### src/hdl/gsh_pkg.sv
// Package for the Gimli sponge hash block: state type, permutation constants
// and the message and digest constants used by the sequencer and the round unit.
// No dependencies.
package gsh_pkg;

    // Twelve 32-bit words of permutation state.
    typedef logic [31:0]           t_word;
    typedef logic [11:0][31:0]     t_state;

    // Round counter runs from ROUNDS down to one.
    typedef logic [4:0]            t_round;

    localparam t_round     ROUNDS        = 5'd24;
    localparam t_word      ROUND_CONST   = 32'h9e37_7900;
    localparam logic [3:0] LAST_OFFSET   = 4'd15;
    localparam logic [7:0] PAD_BYTE      = 8'h01;
    localparam logic [7:0] DOMAIN_BYTE   = 8'h01;
    localparam logic [6:0] MAX_OUT_BYTES = 7'd64;
    localparam logic [6:0] OUT_LEN_RESET = 7'd32;

endpackage

### src/hdl/gsh_if.sv
// Valid/ready channels of the Gimli sponge hash block: message input and
// digest output. No dependencies.
interface gsh_in_if;
    logic       valid;
    logic       ready;
    logic [7:0] data_byte;
    logic       has_byte;
    logic       last;

    modport source (output valid, output data_byte, output has_byte, output last,
                    input ready);
    modport sink   (input valid, input data_byte, input has_byte, input last,
                    output ready);
endinterface

interface gsh_out_if;
    logic       valid;
    logic       ready;
    logic [7:0] out_byte;
    logic       out_last;

    modport source (output valid, output out_byte, output out_last, input ready);
    modport sink   (input valid, input out_byte, input out_last, output ready);
endinterface

### src/hdl/gsh_round.sv
// One round of the Gimli permutation: column SP-box on all four columns,
// then the swap and round constant selected by the round number.
// Depends on gsh_pkg.
module gsh_round
    import gsh_pkg::*;
(
    input  t_state i_state,
    input  t_round i_round,
    output t_state o_state
);

    t_state w_sp;

    // Nonlinear layer, one column at a time.
    always_comb begin
        t_word x, y, z;
        w_sp = i_state;
        for (int c = 0; c < 4; c++) begin
            x = {i_state[c][7:0], i_state[c][31:8]};
            y = {i_state[4 + c][22:0], i_state[4 + c][31:23]};
            z = i_state[8 + c];
            w_sp[8 + c] = x ^ (z << 1) ^ ((y & z) << 2);
            w_sp[4 + c] = y ^ x ^ ((x | z) << 1);
            w_sp[c]     = z ^ y ^ ((x & y) << 3);
        end
    end

    // Linear layer: small swap with constant every fourth round, big swap
    // two rounds later.
    always_comb begin
        o_state = w_sp;
        unique case (i_round[1:0])
            2'd0: begin
                o_state[0] = w_sp[1] ^ ROUND_CONST ^ {27'd0, i_round};
                o_state[1] = w_sp[0];
                o_state[2] = w_sp[3];
                o_state[3] = w_sp[2];
            end
            2'd2: begin
                o_state[0] = w_sp[2];
                o_state[1] = w_sp[3];
                o_state[2] = w_sp[0];
                o_state[3] = w_sp[1];
            end
            default: begin
                o_state = w_sp;
            end
        endcase
    end

endmodule

### src/hdl/gimli_sponge_hash.sv
// Top level of the Gimli sponge hash block: sequencer, state register and
// byte access. Depends on gsh_pkg, gsh_if and gsh_round.
//
// Gimli-Hash with extendable output, one message byte per request. A request
// carrying a byte is absorbed as it is accepted; when it fills a 16-byte block
// the 24-round permutation follows, one round per cycle through a single
// shared round unit. A request marked last goes through the padding state,
// then for every 16 digest bytes a permutation, and each digest byte is held
// on the output until it is taken. The digest length comes from the out_len
// register (reset 32); zero is treated as 1 and values above 64 as 64. After
// the final digest byte the state clears for the next message. The input is
// not ready while a request is being worked on.
module gimli_sponge_hash
    import gsh_pkg::*;
(
    input  logic           i_clk,
    input  logic           i_rst_n,
    input  logic           i_cfg_we,
    input  logic [6:0]     i_cfg_wdata,
    gsh_in_if.sink         i_in,
    gsh_out_if.source      o_out
);

    localparam logic [1:0] S_IDLE = 2'd0;
    localparam logic [1:0] S_PAD  = 2'd1;
    localparam logic [1:0] S_PERM = 2'd2;
    localparam logic [1:0] S_SQZ  = 2'd3;

    logic [1:0] r_state, n_state;
    t_state     r_st, n_st;
    t_round     r_rnd, n_rnd;
    logic [3:0] r_off, n_off;
    logic       r_fin, n_fin;
    logic       r_sq, n_sq;
    logic [5:0] r_cnt, n_cnt;
    logic [6:0] r_n, n_n;
    logic [6:0] r_out_len;

    t_state     w_round_out;
    logic       w_in_acc;
    logic       w_out_acc;
    logic       w_final;
    logic [3:0] w_word;
    logic [4:0] w_bit;

    gsh_round u_round (
        .i_state (r_st),
        .i_round (r_rnd),
        .o_state (w_round_out)
    );

    // Byte pointer into the rate part of the state.
    assign w_word = {2'b00, r_off[3:2]};
    assign w_bit  = {r_off[1:0], 3'b000};

    // Handshakes and digest output, read straight from the state.
    assign i_in.ready     = (r_state == S_IDLE);
    assign w_in_acc       = i_in.valid && i_in.ready;
    assign o_out.valid    = (r_state == S_SQZ);
    assign w_out_acc      = o_out.valid && o_out.ready;
    assign w_final        = ({1'b0, r_cnt} + 7'd1) == r_n;
    assign o_out.out_byte = r_st[w_word][w_bit +: 8];
    assign o_out.out_last = w_final;

    // Sequencer next-state logic.
    always_comb begin
        n_state = r_state;
        n_st    = r_st;
        n_rnd   = r_rnd;
        n_off   = r_off;
        n_fin   = r_fin;
        n_sq    = r_sq;
        n_cnt   = r_cnt;
        n_n     = r_n;
        unique case (r_state)
            S_IDLE: begin
                if (w_in_acc) begin
                    n_fin = i_in.last;
                    n_sq  = 1'b0;
                    if (i_in.has_byte) begin
                        n_st[w_word][w_bit +: 8] = r_st[w_word][w_bit +: 8] ^ i_in.data_byte;
                        if (r_off == LAST_OFFSET) begin
                            n_off   = 4'd0;
                            n_rnd   = ROUNDS;
                            n_state = S_PERM;
                        end else begin
                            n_off = r_off + 4'd1;
                            if (i_in.last) begin
                                n_state = S_PAD;
                            end
                        end
                    end else if (i_in.last) begin
                        n_state = S_PAD;
                    end
                end
            end
            S_PAD: begin
                n_st[w_word][w_bit +: 8] = r_st[w_word][w_bit +: 8] ^ PAD_BYTE;
                n_st[11][31:24] = n_st[11][31:24] ^ DOMAIN_BYTE;
                priority if (r_out_len == 7'd0) begin
                    n_n = 7'd1;
                end else if (r_out_len > MAX_OUT_BYTES) begin
                    n_n = MAX_OUT_BYTES;
                end else begin
                    n_n = r_out_len;
                end
                n_cnt   = 6'd0;
                n_sq    = 1'b1;
                n_rnd   = ROUNDS;
                n_state = S_PERM;
            end
            S_PERM: begin
                n_st  = w_round_out;
                n_rnd = r_rnd - 5'd1;
                if (r_rnd == 5'd1) begin
                    n_off = 4'd0;
                    priority if (r_sq) begin
                        n_state = S_SQZ;
                    end else if (r_fin) begin
                        n_state = S_PAD;
                    end else begin
                        n_state = S_IDLE;
                    end
                end
            end
            S_SQZ: begin
                if (w_out_acc) begin
                    if (w_final) begin
                        n_st    = '0;
                        n_off   = 4'd0;
                        n_sq    = 1'b0;
                        n_fin   = 1'b0;
                        n_state = S_IDLE;
                    end else begin
                        n_cnt = r_cnt + 6'd1;
                        if (r_off == LAST_OFFSET) begin
                            n_off   = 4'd0;
                            n_rnd   = ROUNDS;
                            n_state = S_PERM;
                        end else begin
                            n_off = r_off + 4'd1;
                        end
                    end
                end
            end
            default: begin
                n_state = S_IDLE;
            end
        endcase
    end

    // State and control registers.
    always_ff @(posedge i_clk) begin
        if (!i_rst_n) begin
            r_state <= S_IDLE;
            r_st    <= '0;
            r_rnd   <= ROUNDS;
            r_off   <= 4'd0;
            r_fin   <= 1'b0;
            r_sq    <= 1'b0;
            r_cnt   <= 6'd0;
            r_n     <= 7'd1;
        end else begin
            r_state <= n_state;
            r_st    <= n_st;
            r_rnd   <= n_rnd;
            r_off   <= n_off;
            r_fin   <= n_fin;
            r_sq    <= n_sq;
            r_cnt   <= n_cnt;
            r_n     <= n_n;
        end
    end

    // Digest length register.
    always_ff @(posedge i_clk) begin
        if (!i_rst_n) begin
            r_out_len <= OUT_LEN_RESET;
        end else if (i_cfg_we) begin
            r_out_len <= i_cfg_wdata;
        end
    end

    // The round counter stays within the permutation while it runs.
    a_round_range: assert property (@(posedge i_clk) disable iff (!i_rst_n)
        (r_state == S_PERM) |-> (r_rnd >= 5'd1 && r_rnd <= ROUNDS))
        else $error("round counter out of range during permutation");

    // Every permutation leaves the byte pointer at the start of a block.
    a_perm_off: assert property (@(posedge i_clk) disable iff (!i_rst_n)
        (r_state == S_PERM && r_rnd == 5'd1) |=> (r_off == 4'd0))
        else $error("byte pointer not cleared after permutation");

    // The digest byte count never reaches the requested length while squeezing.
    a_cnt_bound: assert property (@(posedge i_clk) disable iff (!i_rst_n)
        (r_state == S_SQZ) |-> ({1'b0, r_cnt} < r_n && r_n <= MAX_OUT_BYTES))
        else $error("digest byte count beyond length");

    // The final digest byte leaves a cleared state and an idle block.
    a_clear: assert property (@(posedge i_clk) disable iff (!i_rst_n)
        (w_out_acc && w_final) |=> (r_state == S_IDLE && r_st == '0 && r_off == 4'd0))
        else $error("state not cleared after final digest byte");

endmodule
### src/flat_wrapper.sv
// flat-port wrapper written by rule: the top's interface ports become plain ports
module gimli_sponge_hash_flat import gsh_pkg::*;
  (i_clk, i_rst_n, i_cfg_we, i_cfg_wdata, i_in_valid, i_in_data_byte, i_in_has_byte, i_in_last, i_in_ready, o_out_valid, o_out_out_byte, o_out_out_last, o_out_ready);
  gsh_in_if i_in_i ();
  gsh_out_if o_out_i ();
  input  logic i_clk;
  input  logic i_rst_n;
  input  logic i_cfg_we;
  input  logic [6:0] i_cfg_wdata;
  input wire logic [$bits(i_in_i.valid)-1:0] i_in_valid;
  input wire logic [$bits(i_in_i.data_byte)-1:0] i_in_data_byte;
  input wire logic [$bits(i_in_i.has_byte)-1:0] i_in_has_byte;
  input wire logic [$bits(i_in_i.last)-1:0] i_in_last;
  output wire logic [$bits(i_in_i.ready)-1:0] i_in_ready;
  output wire logic [$bits(o_out_i.valid)-1:0] o_out_valid;
  output wire logic [$bits(o_out_i.out_byte)-1:0] o_out_out_byte;
  output wire logic [$bits(o_out_i.out_last)-1:0] o_out_out_last;
  input wire logic [$bits(o_out_i.ready)-1:0] o_out_ready;
  assign i_in_i.valid = i_in_valid;
  assign i_in_i.data_byte = i_in_data_byte;
  assign i_in_i.has_byte = i_in_has_byte;
  assign i_in_i.last = i_in_last;
  assign i_in_ready = i_in_i.ready;
  assign o_out_valid = o_out_i.valid;
  assign o_out_out_byte = o_out_i.out_byte;
  assign o_out_out_last = o_out_i.out_last;
  assign o_out_i.ready = o_out_ready;
  gimli_sponge_hash u_core (.i_clk(i_clk), .i_rst_n(i_rst_n), .i_cfg_we(i_cfg_we), .i_cfg_wdata(i_cfg_wdata), .i_in(i_in_i), .o_out(o_out_i));
endmodule
### config.mk
export PLATFORM = sky130hd
export DESIGN_NAME = gimli_sponge_hash_flat
export DESIGN_NICKNAME = d
export VERILOG_FILES = /design/src/hdl/gsh_pkg.sv /design/src/hdl/gsh_if.sv /design/src/hdl/gsh_round.sv /design/src/hdl/gimli_sponge_hash.sv /design/src/flat_wrapper.sv
export SDC_FILE = /design/constraint.sdc
export NUM_CORES = 2
export LEC_CHECK = 0
export BUFFER_PORTS_ARGS = -buffer_cell sky130_fd_sc_hd__buf_4
export CORE_UTILIZATION = 25
export CTS_CLUSTER_DIAMETER = 200
export DETAILED_ROUTE_END_ITERATION = 12
export PLACE_DENSITY = 0.46
export SLEW_MARGIN = 10
export SYNTH_ARGS = -nofsm -noshare
export SYNTH_HDL_FRONTEND = slang
export SYNTH_SLANG_ARGS = --single-unit
### constraint.sdc
create_clock -name i_clk -period 7.75 [get_ports i_clk]
set_input_delay 1.55 -clock i_clk [delete_from_list [all_inputs] [get_ports i_clk]]
set_output_delay 1.55 -clock i_clk [all_outputs]
set_load 0.1 [all_outputs]
; After elaboration in Yosys (flattened, before gate mapping)
; Cells that the tools add are included.
[totals]
reg_bits = 417
latch_bits = 0
ramBits = 0
mem_bits_ro = 0
in_bits = 22
out_inout_bits = 11
word_cells = 151
mem_count = 0
[op_classes]
add_sub_neg = 5
mul = 0
div_mod_pow = 0
n_lt_le_gt_ge = 3
n_eq_ne = 14
n_shift = 4
mux = 47
n_bitwise = 41
reduce_logical = 17
[ops]
columns = operator, count
row1 = 384-bit two-way mux, 4
row2 = 384-bit one-hot mux with 4 select lines, 1
row3 = 384-bit bitwise mux, 2
row4 = 32-bit bitwise XOR, 24
row5 = 128-bit one-hot mux with 2 select lines, 1
row6 = 31-bit OR, 4
row7 = 30-bit AND, 4
row8 = 29-bit AND, 4
row9 = 32-bit binary-select mux with 2-bit select, 1
row10 = 32-bit demux with 2-bit select, 1
row11 = 32-bit two-way mux, 2
row12 = 8-bit by 7-bit indexed part select with 32-bit output, 2
row13 = 8-bit by 7-bit variable shift with 32-bit output (first input constant), 1
row14 = 32-bit by 6-bit indexed part select with 8-bit output, 1
row15 = 32-bit by 5-bit bitwise XOR with 32-bit output, 1
row16 = 5-bit two-way mux, 5
row17 = 4-bit two-way mux, 6
row18 = 5-bit one-hot mux with 4 select lines, 1
row19 = 4-bit AND reduction, 5
row20 = 2-bit two-way mux, 9
row21 = 15-bit inverter, 1
row22 = 7-bit two-way mux, 2
row23 = 6-bit two-way mux, 2
row24 = 4-bit one-hot mux with 3 select lines, 1
row25 = 30 further kinds, 46

; Longest topological paths before layout
[logic_depth]
depth_word = 9
depth_mapped = 12
mapped_depth_nobuf = 8

; By module
; From an unflattened synthesis, not the netlist that was laid out.
[hier_totals]
hier_cells = 3291
hier_area_um2 = 29693.5
[modules_own_cells]
columns = module, instances, cells_each, area_per_inst_um2, seq_area_each_um2
row1 = gimli_sponge_hash, 1, 1991, 19138.4, 8348.0
row2 = gsh_round, 1, 1300, 10555.1, 0.0

; Worst setup path after synthesis
; Ideal clock, no wire load.
[synth_timing]
path_kind = register to output
startpoint = reg u_core.r_cnt[0]
endpoint = out o_out_out_last
arrival_time_ns = 3.080
required_ns = 6.200
setup_slack_ns = 3.120
stages_incl_launch_ff = 6
n_path_buf = 0
cell_sequence = dfxtp_1 ha_1 xor2_1 a311o_1 or4_1 nor2_1
[synth_between]
elab_chain_cells = 2
[synth_rtl]
columns = item, line_no
row1 = "start, declared", gimli_sponge_hash.sv:35  ; logic [5:0] r_cnt, n_cnt;
row2 = "start signal, assigned", gimli_sponge_hash.sv:170  ; r_cnt <= n_cnt;
row3 = 6-bit by 1-bit adder with 7-bit output, gimli_sponge_hash.sv:61  ; assign w_final = ({1'b0, r_cnt} + 7'd1) == r_n;
row4 = 7-bit == test, gimli_sponge_hash.sv:61
row5 = "end, declared", flat_wrapper.sv:17  ; output wire logic [$bits(o_out_i.out_last)-1:0] o_out_out_last;
; No other way between the ends.

; Final worst setup path
[layout_timing]
startpoint = reg u_core.r_off[1]
endpoint = out o_out_out_byte[0]
[layout_between]
elab_chain_cells = 1
[layout_rtl]
columns = item, line_no
row1 = "start, declared", gimli_sponge_hash.sv:32  ; logic [3:0] r_off, n_off;
row2 = "start signal, assigned", gimli_sponge_hash.sv:167  ; r_off <= n_off;
row3 = 32-bit by 6-bit indexed part select with 8-bit output, gimli_sponge_hash.sv:62  ; assign o_out.out_byte = r_st[w_word][w_bit +: 8];
row4 = "end, declared", flat_wrapper.sv:16  ; output wire logic [$bits(o_out_i.out_byte)-1:0] o_out_out_byte;
; No other way between the ends.

==> run_results.csv <==
group,metric,value,unit
sta,setup_slack,2710,ps
drt,viasPerCell,5.64,
critical_path,reg2reg_depth,9,
pwr,switching_share,0.489,
critical_path,crit_path_max_incr_delay,680,ps
critical_path,crit_type,"reg -> out",
pwr,p_switching,0.00584,W
sta,tns,0,ps
logic_synthesis,synth_cell_type_count,85,
cts,cts_tree,"built",
drt,post-route-drc-count,0,
floorplanning,pin_count,33,
sta,slew_headroom,0.142,
logic_synthesis,yosysSeqAreaShare,0.282,
critical_path,crit_required,6200,ps
critical_path,worstPathMaxFanout,15,
cts,ctsHoldBuffers,0,
floorplanning,start_util,0.254,
sta,worst_pin_slew,1270,ps
cts,clkSinkCount,417,
floorplanning,die_w,346,µm
layout,area_delta_synth_final,12.6,%
drt,dr_total_vias,27785,
pwr,vdd.ir_drop.worst,0.563,mV
critical_path,endpoint_kind,"primary output",
layout,fin_area,0.0333,mm²
logic_synthesis,synth_flop_cell,"dfxtp_1",
drt,wl_per_cell,28.7,µm
critical_path,path_common_cell,"buf_4",
global_routing,grt_pass1_wl,198,mm
sta,setup_viol,0,
cts,htreeDepth,2,
logic_synthesis,ys_ff_latch,417,
critical_path,cp.arrival,3490,ps
critical_path,cp_top_family,"multiplexers",
pwr,leakage,12.8,nW
critical_path,path_buf_inv,3,
logic_synthesis,ys_top_cells_by_count,"nor2_1 (481), dfxtp_1 (417), xnor2_1 (391)",
cts,cts.clk_slew.worst_paths,70,ps
logic_synthesis,synth_nets,3714,
placement,dp_slack,3480,ps
status,status,"complete, no violations",
floorplanning,die_h,346,µm
global_routing,grt_pass1_vias,25605,
sta,grt_setup_unrepaired,"false",
pwr,seqPwrFrac,0.294,
drt,ant_nets,0,
sta,final-hold-violation-count,0,
logic_synthesis,yosysTopAreaCellShare,0.282,
logic_synthesis,syn_avg_cell_area,8.59,µm²
critical_path,cp_cell_sequence,"buf_4, mux4_2, mux2i_1, mux2_2, inv_1, buf_4",
hold_path,min_delay_path_depth,2,
cts,cts_setup_buffers,0,
sta,min_period_over_period,0.651,
pwr,pwr-share-clk,0.234,
logic_synthesis,ys_warn_count,0,
logic_synthesis,synth_most_common_cell,"nor2_1",
logic_synthesis,synth_cells,3442,
logic_synthesis,synthArstFlopShare,0,
drt,routed_wl,141,mm
logic_synthesis,synthTopCellsByArea,"dfxtp_1 (28%), xnor2_1 (12%), ha_1 (11%)",
floorplanning,core,0.117,mm²
placement,dp.final_hpwl,104,mm
pwr,p_int,0.00609,W
layout,fin_nets,3626,
cts,cts_root_buf,"clkbuf_16",
cts,cts_buffers,54,
placement,routabilityCongestion,1.02,
global_routing,antenna_found_initial,5,
cts,clockBufferDepth,3,
cts,cts_resized,0,
sta,slew_violations,0,
floorplanning,row_count,125,
sta,clock.fmax,0.198,GHz
layout,fill_cells,12486,
placement,place_inst,4822,
floorplanning,dieArea,0.120,mm²
placement,postPlaceCellArea,0.0314,mm²
pwr,power_frac_comb,0.472,
hold_path,hp-class,"reg -> reg",
cts,insertion_delay,680,ps
pwr,powerDensity,358,mW/mm²
sta,skew,42.7,ps
global_routing,overflow,0,
logic_synthesis,synth-edff-count,0,
drt,drt-initial-drc-count,3289,
critical_path,crit_cells,6,
critical_path,slowest_stage,"dfxtp_1",
drt,drt_pass1_iterations,8,
logic_synthesis,synth_top_area_cell,"dfxtp_1",
placement,io_buffers,32,
global_routing,grt_max_degree,197,
layout,finalNonFillerCells,4925,
logic_synthesis,syn_area,0.0296,mm²
global_routing,grt_use_total,0.228,
layout,drive_above_1_share,0.0994,
pwr,finalPower,0.0119,W
run,maxCapViolations,0,
sta,fin_crit,5040,ps
critical_path,start_kind,"flip-flop",
==> cells by family (layout without fill, tap and decap cells) <==
logic type      count (synthesis)  in the layout  synth area share
compound gates               1098           1098             0.266
xor+xnor                      530            530             0.157
fa+ha+maj                     250            250             0.106
buf+inv                       266            224            0.0369
flops                         417            417             0.282
mux                            68             68            0.0371
other cells                     0              1                 0
simple gates                  813            813             0.114
==> placed cells by master, fill, tap and decap left out, types with 6 or more instances in the layout <==
master     count
nand3_1       29
and2_1        13
o21ai_1        6
o221a_2       61
a22o_1         8
a311oi_1       8
clkbuf_1       9
o22ai_1       18
clkbuf_8      13
nor2_1       479
mux2i_1       29
dfxtp_1      416
mux4_2        33
xnor2_1      391
inv_1         16
a211oi_1      11
nand4_1       15
xor2_1       138
a211oi_2       6
buf_4         98
nor2b_1        6
bufinv_16      8
o21ai_0      115
nor3_1        18
nand2b_1      12
a221oi_1      34
o211ai_1      12
a21oi_1      277
a221o_1       65
a22oi_1      362
a31oi_1       21
o21a_1         8
ha_1         248
o31ai_1       33
clkbuf_16     54
nand2_1      200
clkinv_2      12
==> path summary, 6_finish.rpt <==
path                                startpoint                   endpoint  slack, ps
setup / recovery  u_core.r_off[1]$_SDFFE_PN0P_          o_out_out_byte[0]       2710
hold reg to reg      u_core.r_fin$_SDFFE_PN0P_  u_core.r_fin$_SDFFE_PN0P_        470
setup reg to reg  u_core.r_cnt[0]$_SDFFE_PN0P_                  flip-flop       3620
hold / removal       u_core.r_fin$_SDFFE_PN0P_  u_core.r_fin$_SDFFE_PN0P_        470
==> per-stage QoR <==
step	hold WS (ps)	utilization
2_1_floorplan	444	-
3_3_place_gp	457	0.269
3_5_place_dp	458	0.269
4_1_cts	466	0.286
5_1_grt	474	0.286
6_report	472	0.286
==> power groups by stage <==
| stage | registers, W | clock network, W | logic (W) |
|---|---|---|---|
| after floorplan | 0.00295 | 0 | 0.00366 |
| after global placement | 0.00348 | 0 | 0.00553 |
| after detailed placement | 0.00349 | 0 | 0.00551 |
| after CTS | 0.00344 | 0.00284 | 0.00553 |
| after global routing | 0.00347 | 0.00293 | 0.00592 |
| final | 0.00351 | 0.00279 | 0.00563 |
==> cell type report <==
| cell class | count | area (µm²) | area share |
|---|---|---|---|
| clock inverters | 26 | 384 | 0.0115 |
| clock buffers | 76 | 1560 | 0.0469 |
| diodes | 1 | 2.50 | 0.0000751 |
| repair buffers | 101 | 796 | 0.0239 |
| multi-input cells | 2759 | 20200 | 0.607 |
| inverters | 21 | 86.3 | 0.00259 |
| well taps | 1524 | 1910 | 0.0572 |
| flip-flops and latches | 417 | 8350 | 0.251 |
==> per-layer routing <==
| metal | part of all wire | vias to the layer above | global-route usage |
|---|---|---|---|
| met1 | 0.42 | 13587 | 0.299 |
| met5 | 0.00033 | - | 0.000800 |
| met4 | 0.059 | 6 | 0.116 |
| met3 | 0.10 | 275 | 0.0658 |
| met2 | 0.42 | 1425 | 0.339 |
| li1 | - | 12492 | - |
==> worst min-delay path: cells and delay by family, from the launching register on <==
kind	cells	cell delay [ps]
compound gates	2	120
flops	1	310
Power figures use the tool's default switching activity.
